$ cat src/design/cir_pkg.sv
// ----------------------------------------------------------------------------
// Contact impulse resolver package
// Shared widths, pipeline payload types and arithmetic helpers.
// ----------------------------------------------------------------------------
package cir_pkg;

    localparam int VelW    = 16;
    localparam int MassW   = 16;
    localparam int BncW    = 9;
    localparam int NrmW    = 16;
    localparam int SumW    = MassW + 1;
    localparam int KW      = 42;
    localparam int DivW    = KW + MassW;
    localparam int DivSteps = KW;
    localparam int ProdW   = KW + NrmW;
    localparam int MagW    = ProdW + 1 - 36;
    localparam int RndShift = 36;
    localparam logic [BncW-1:0] BncMax = 9'd256;

    typedef struct packed {
        logic signed [VelW-1:0] vax;
        logic signed [VelW-1:0] vay;
        logic signed [VelW-1:0] vbx;
        logic signed [VelW-1:0] vby;
        logic [MassW-1:0]       ima;
        logic [MassW-1:0]       imb;
        logic [BncW-1:0]        ba;
        logic [BncW-1:0]        bb;
        logic signed [NrmW-1:0] nx;
        logic signed [NrmW-1:0] ny;
    } in_t;

    typedef struct packed {
        logic signed [VelW-1:0] vax;
        logic signed [VelW-1:0] vay;
        logic signed [VelW-1:0] vbx;
        logic signed [VelW-1:0] vby;
        logic signed [NrmW-1:0] nx;
        logic signed [NrmW-1:0] ny;
        logic [KW-1:0]          k;
        logic                   applied;
    } ctx_t;

    typedef struct packed {
        logic [SumW-1:0] rem;
        logic [KW-1:0]   dq;
    } div_t;

    typedef struct packed {
        logic signed [VelW-1:0] vax;
        logic signed [VelW-1:0] vay;
        logic signed [VelW-1:0] vbx;
        logic signed [VelW-1:0] vby;
        logic                   applied;
    } out_t;

    function automatic div_t div_step(input div_t cur, input logic [SumW-1:0] s);
        logic [SumW:0] t;
        div_t nxt;
        t = {cur.rem, cur.dq[KW-1]};
        if (t >= {1'b0, s}) begin
            nxt.rem = SumW'(t - {1'b0, s});
            nxt.dq  = {cur.dq[KW-2:0], 1'b1};
        end else begin
            nxt.rem = t[SumW-1:0];
            nxt.dq  = {cur.dq[KW-2:0], 1'b0};
        end
        return nxt;
    endfunction

    function automatic logic signed [VelW-1:0] sat16(input logic signed [MagW+1:0] v);
        logic signed [VelW-1:0] r;
        if (v > (MagW+2)'(32767)) begin
            r = 16'sh7fff;
        end else if (v < -(MagW+2)'(32768)) begin
            r = 16'sh8000;
        end else begin
            r = v[VelW-1:0];
        end
        return r;
    endfunction

endpackage

$ cat src/design/cir_front.sv
// ----------------------------------------------------------------------------
// Contact impulse resolver front end
// Closing speed, restitution scaling and divider dividend, four stages.
// ----------------------------------------------------------------------------
module cir_front import cir_pkg::*; (
    input  logic        aclk,
    input  logic        aresetn,
    input  logic        en,
    input  logic        in_valid,
    input  in_t         in_data,
    output logic        out_valid,
    output logic [DivW-1:0] out_dividend,
    output logic [SumW-1:0] out_divisor,
    output ctx_t        out_ctx
);

    logic [3:0] valid_reg;

    ctx_t                   ctx_a_reg, ctx_b_reg, ctx_c_reg, ctx_d_reg;
    logic signed [32:0]     px_reg, py_reg;
    logic [MassW-1:0]       ima_a_reg, imb_a_reg, ima_b_reg, ima_c_reg;
    logic [BncW-1:0]        e_a_reg, e_b_reg;
    logic [SumW-1:0]        sum_b_reg, sum_c_reg, div_reg;
    logic [32:0]            negvn_reg;
    logic                   hit_b_reg, hit_c_reg;
    logic [KW-1:0]          k_reg;
    logic [DivW-1:0]        dvd_reg;

    logic signed [VelW:0]   dx, dy;
    logic signed [32:0]     px_next, py_next;
    logic [BncW-1:0]        emin, e_next;
    logic signed [33:0]     vn, nvn;
    logic [SumW-1:0]        sum_next;
    logic [42:0]            kp;
    logic [DivW-1:0]        dvd_next;

    always_comb begin
        dx = {in_data.vbx[VelW-1], in_data.vbx} - {in_data.vax[VelW-1], in_data.vax};
        dy = {in_data.vby[VelW-1], in_data.vby} - {in_data.vay[VelW-1], in_data.vay};
        px_next = dx * in_data.nx;
        py_next = dy * in_data.ny;
        emin = (in_data.ba < in_data.bb) ? in_data.ba : in_data.bb;
        e_next = (emin > BncMax) ? BncMax : emin;
        vn = {px_reg[32], px_reg} + {py_reg[32], py_reg};
        nvn = -vn;
        sum_next = {1'b0, ima_a_reg} + {1'b0, imb_a_reg};
        kp = 43'({1'b0, e_b_reg} + 10'(BncMax)) * 43'(negvn_reg);
        dvd_next = DivW'(k_reg) * DivW'(ima_c_reg);
    end

    always_ff @(posedge aclk) begin
        if (!aresetn) begin
            valid_reg <= '0;
        end else if (en) begin
            valid_reg <= {valid_reg[2:0], in_valid};
        end
    end

    always_ff @(posedge aclk) begin
        if (en) begin
            ctx_a_reg <= {in_data.vax, in_data.vay, in_data.vbx, in_data.vby,
                          in_data.nx, in_data.ny, KW'(0), 1'b0};
            px_reg    <= px_next;
            py_reg    <= py_next;
            ima_a_reg <= in_data.ima;
            imb_a_reg <= in_data.imb;
            e_a_reg   <= e_next;

            ctx_b_reg <= ctx_a_reg;
            negvn_reg <= nvn[32:0];
            hit_b_reg <= vn[33] && (sum_next != '0);
            sum_b_reg <= sum_next;
            ima_b_reg <= ima_a_reg;
            e_b_reg   <= e_a_reg;

            ctx_c_reg <= ctx_b_reg;
            k_reg     <= hit_b_reg ? kp[KW-1:0] : '0;
            hit_c_reg <= hit_b_reg;
            sum_c_reg <= sum_b_reg;
            ima_c_reg <= ima_b_reg;

            ctx_d_reg <= {ctx_c_reg[$bits(ctx_t)-1:KW+1], k_reg, hit_c_reg};
            dvd_reg   <= dvd_next;
            div_reg   <= hit_c_reg ? sum_c_reg : SumW'(1);
        end
    end

    assign out_valid    = valid_reg[3];
    assign out_dividend = dvd_reg;
    assign out_divisor  = div_reg;
    assign out_ctx      = ctx_d_reg;

endmodule

$ cat config.mk
export PLATFORM = sky130hd
export DESIGN_NAME = cir_front
export DESIGN_NICKNAME = d
export VERILOG_FILES = /design/src/design/cir_pkg.sv /design/src/design/cir_front.sv
export SDC_FILE = /design/constraint.sdc
export NUM_CORES = 2
export LEC_CHECK = 0
export ABC_AREA = 1
export BUFFER_PORTS_ARGS = -buffer_cell sky130_fd_sc_hd__buf_2
export CAP_MARGIN = 20
export CORE_ASPECT_RATIO = 1.1
export CORE_UTILIZATION = 55
export CTS_CLUSTER_SIZE = 12
export DETAILED_ROUTE_END_ITERATION = 7
export PLACE_DENSITY = 0.75
export SYNTH_ARGS = -nofsm -noshare
export SYNTH_HDL_FRONTEND = slang
export SYNTH_SLANG_ARGS = --single-unit
$ cat constraint.sdc
create_clock -name aclk -period 7.8 [get_ports aclk]
set_input_delay 0.78 -clock aclk [delete_from_list [all_inputs] [get_ports aclk]]
set_output_delay 0.78 -clock aclk [all_outputs]
set_load 0.02 [all_outputs]
Word level (Yosys, flattened, before mapping)
Cells that the tools add are included.
- mux-type cells: 1
- multiply operators: 4
- reductions and logical operators: 2
- order comparisons: 2
- $add $sub $neg: 6
- operators with widths (cell ; count):
    17-bit by 16-bit multiplier with 33-bit output ; 2
    42-bit by 16-bit multiplier with 58-bit output ; 1
    10-bit by 33-bit multiplier with 42-bit output ; 1
    33-bit by 33-bit adder with 34-bit output ; 1
    16-bit by 16-bit subtractor with 17-bit output ; 2
    33-bit negation ; 1
    16-bit by 16-bit adder with 17-bit output ; 1
    17-bit nonzero test ; 1
    9-bit by 9-bit adder with 10-bit output (second input constant) ; 1
    9-bit > comparator (second input constant) ; 1
    9-bit < comparator ; 1
    9-bit two-way mux ; 1
    1-bit logical AND ; 1
- register bits after elaboration: 765
- output and inout port bits: 215
- word-level logic and storage cells: 58

Depth between registers and ports, before layout
- word-level depth: 3
- mapped depth: 37
- depth with buffers taken out: 37

Worst setup path before layout
Ideal clock, no wire load.
- kind: input to register
- from: in in_data[98] (netlist bit)
- to: reg px_reg[23], data pin
- stages: 32
- library setup time: 0.259 ns
- slack: 0.364 ns
- arrival time: 7.177 ns
- buffers on the path: 0
- path through: inv_1 -> ha_1 -> fa_1 -> nand3b_1 -> nand2_1 -> nand2_1 -> o211ai_1 -> a21oi_1 -> o21ai_0 -> a21oi_1 -> nand2_1 -> nand2_2 -> inv_1 -> nand2_1 -> fa_1 -> fa_1 -> fa_1 -> fa_1 -> inv_1 -> fa_1 -> inv_1 -> fa_1 -> inv_1 -> ha_1 -> nand2_1 -> inv_1 -> nand3_1 -> nor3_1 -> a21oi_1 -> o21ai_0 -> a21oi_1 -> xnor2_1
- word-level cells in the longest chain between the ends: 2
- ends and longest elaborated chain (item ; line ; RTL):
    start, declared ; cir_front.sv:10 ; input in_t in_data,
    16-bit by 16-bit subtractor with 17-bit output ; cir_front.sv:38 ; dx = {in_data.vbx[VelW-1], in_data.vbx} - {in_data.vax[VelW-1], in_data.vax};
    17-bit by 16-bit multiplier with 33-bit output ; cir_front.sv:40 ; px_next = dx * in_data.nx;
    named net px_next[23] ; cir_front.sv:30 ; logic signed [32:0] px_next, py_next;
    end signal, assigned ; cir_front.sv:63 ; px_reg <= px_next;
    end, declared ; cir_front.sv:20 ; logic signed [32:0] px_reg, py_reg;
The timed path passes the listed nets, and every way through them passes these cells.
A chain may end at the register's enable or synchronous reset.

Final worst setup path
- from: in in_data[98] (netlist bit)
- to: reg px_reg[32], data pin
Same word-level chain as after synthesis.

==> out/metrics.yaml <==
run_status:
  status: "finished, final reports clean"
synthesis:
  yosysTopAreaCellShare: 0.322
  ys_ff_latch: 765
  syn_area_um2: 82600
  yosysSeqAreaShare: 0.277
  ys.flop_type: "edfxtp_1"
  synth_top_cells_by_count: "inv_1 (2309), nand2_1 (1997), fa_1 (1328)"
  yosys_warnings: 0
  async_reset_ff_frac: 0
  synthCells: 8992
  synthTopCellsByArea: "fa_1 (32%), edfxtp_1 (28%), inv_1 (10%)"
  synth_edf_count: 761
  ys_types: 58
  synth_top_area_cell: "fa_1"
  syn_nets: 10963
  synth.most_common_cell: "inv_1"
  syn-mean-instance-area_um2: 9.19
worst_setup_path:
  cp-start-kind: "input port"
  slowest_delay_ps: 620
  crit_type: "input port to register"
  cp.arrival_ps: 7760
  crit_path_max_fanout: 7
  cp.required_ps: 8260
  slowest_stage: "fa_1"
  cpMostUsedCell: "fa_1"
  cp-end-kind: "register"
finish:
  area_growth_pct: 9.08
  fin_cells: 11368
  utilization: 0.607
  fin_nets: 11337
  largest_register_ffs: 139
  drive_gt1_frac: 0.0830
timing:
  min_period_over_period: 0.936
  worstMarginPinSlew_ps: 1180
  fin_skew_ps: 58.6
  setup_violations: 0
  hold_ws_ps: 250
  drv_slew: 0
  fmax_ghz: 0.137
  rsz0062_at_grt: "false"
  tns_ps: 0
  finalCriticalPeriod_ps: 7300
  slew_headroom: 0.214
  finalHoldViolations: 0
run:
  maxCapViolCount: 0
clocking:
  path_clk_slew_ps: 60
  insertion_delay_ps: 740
  clockBufferDepth: 3
  cts_hold_buf: 0
  numCtsBuffers: 84
  cts_tree: "yes"
  clockRootBuffer: "clkbuf_16"
  cts_resized: 0
  post_cts_buffers: 0
  h-tree-depth: 3
  cts_sinks: 765
global_routing:
  grt_max_degree: 198
  grtUsageTotal: 0.290
  grt_first_pass_wirelength_mm: 341
  grt_pass1_vias: 65118
  grt_overflow: 0
  antenna_found_initial: 8
floorplanning:
  fp.dieH_um: 409
  core_um2: 149000
  die_area_um2: 152000
  start_util: 0.556
  dieWidth_um: 372
  pin_count: 365
  fp-row-count: 148
placement:
  hpwl_mm: 175
  dp.cells: 11229
  globalplace.congestion: 0.959
  port_buffers: 364
route:
  ant_nets: 0
  top_layer: "met5"
  dr_total_vias: 60565
  finalWirelength_mm: 214
  wl_per_cell_um: 18.9
  wl_met3_mm: 11.8
  drc: 0
  drt-met1-wl_mm: 78.2
  viasPerCell: 5.33
  wl_met2_mm: 112
  first_iter_violations: 4366
  first_pass_iters: 7
hold_path:
  min_path_type: "input port to register"
-- critical path, delay by kind of cell --
family,cells,cell delay (ps)
adder cells (fa/ha/maj),9,4010
AO/OA/AOI/OAI,5,1080
buffers and inverters,7,690
AND/OR/NAND/NOR,7,680
XOR/XNOR,2,540
-- per-stage QoR --
step	cell area [µm²]	setup slack (ps)
2_1_floorplan	82600	364
3_3_place_gp	87500	-7.50
3_5_place_dp	87500	-139
4_1_cts	90100	603
5_1_grt	90200	22.6
6_report	90200	500
-- final timing paths --
check	startpoint	endpoint	slack, ps	cells after the start
worst max-delay path	in_data[98]	px_reg[32]	500	30
worst min-delay path	in_data[59]	imb_a_reg[9]	250	1
worst max register to register	ima_c_reg[2]	out_dividend[53]	610	21
worst min register to register	ima_b_reg[9]	ima_c_reg[9]	390	0
-- metal layers --
layer,track usage,vias up
li1,-,27653
met5,0,-
met3,0.0332,592
met1,0.335,30116
met4,0.157,2
met2,0.522,2202
-- logic make-up after synthesis --
logic type / after synthesis / share of synthesized area
mux: 5 / 0.000681
buf+inv: 2615 / 0.119
xor+xnor: 181 / 0.0194
simple gates: 2958 / 0.143
flops: 765 / 0.277
compound gates: 647 / 0.0441
fa+ha+maj: 1821 / 0.396
-- cell usage in the layout (no fill, tap or decap), types with 22 or more instances in the layout --
master     netlist  final
fa_1          1328   1328
nand4_1         51     51
nor2_1         597    597
nand3_1        168    168
xnor2_1         78     78
a21o_1          32     32
clkbuf_16        0     85
buf_4            1    207
a21oi_1        304    304
ha_1           493    493
edfxtp_1       761    761
nor3_1          40     40
buf_2            5    363
o21ai_0        178    178
inv_1         2309   2309
nand2_1       1997   1997
a31oi_1         22     22
xor2_1         101    101
-- area by class of cell --
| class | instances | area, µm² |
|---|---|---|
| inverter | 2324 | 8720 |
| sequential | 765 | 22900 |
| clock inverter | 34 | 427 |
| multi-input combinational | 5612 | 49900 |
| clock buffer | 97 | 2170 |
| antenna | 7 | 17.5 |
| timing repair buffer | 579 | 3550 |
| tap | 1950 | 2440 |
| fill | 12537 | 58400 |
Power is left out: the tool's default activity adds up to more than one toggle a clock period on the data nets, which glitch-free logic cannot reach.
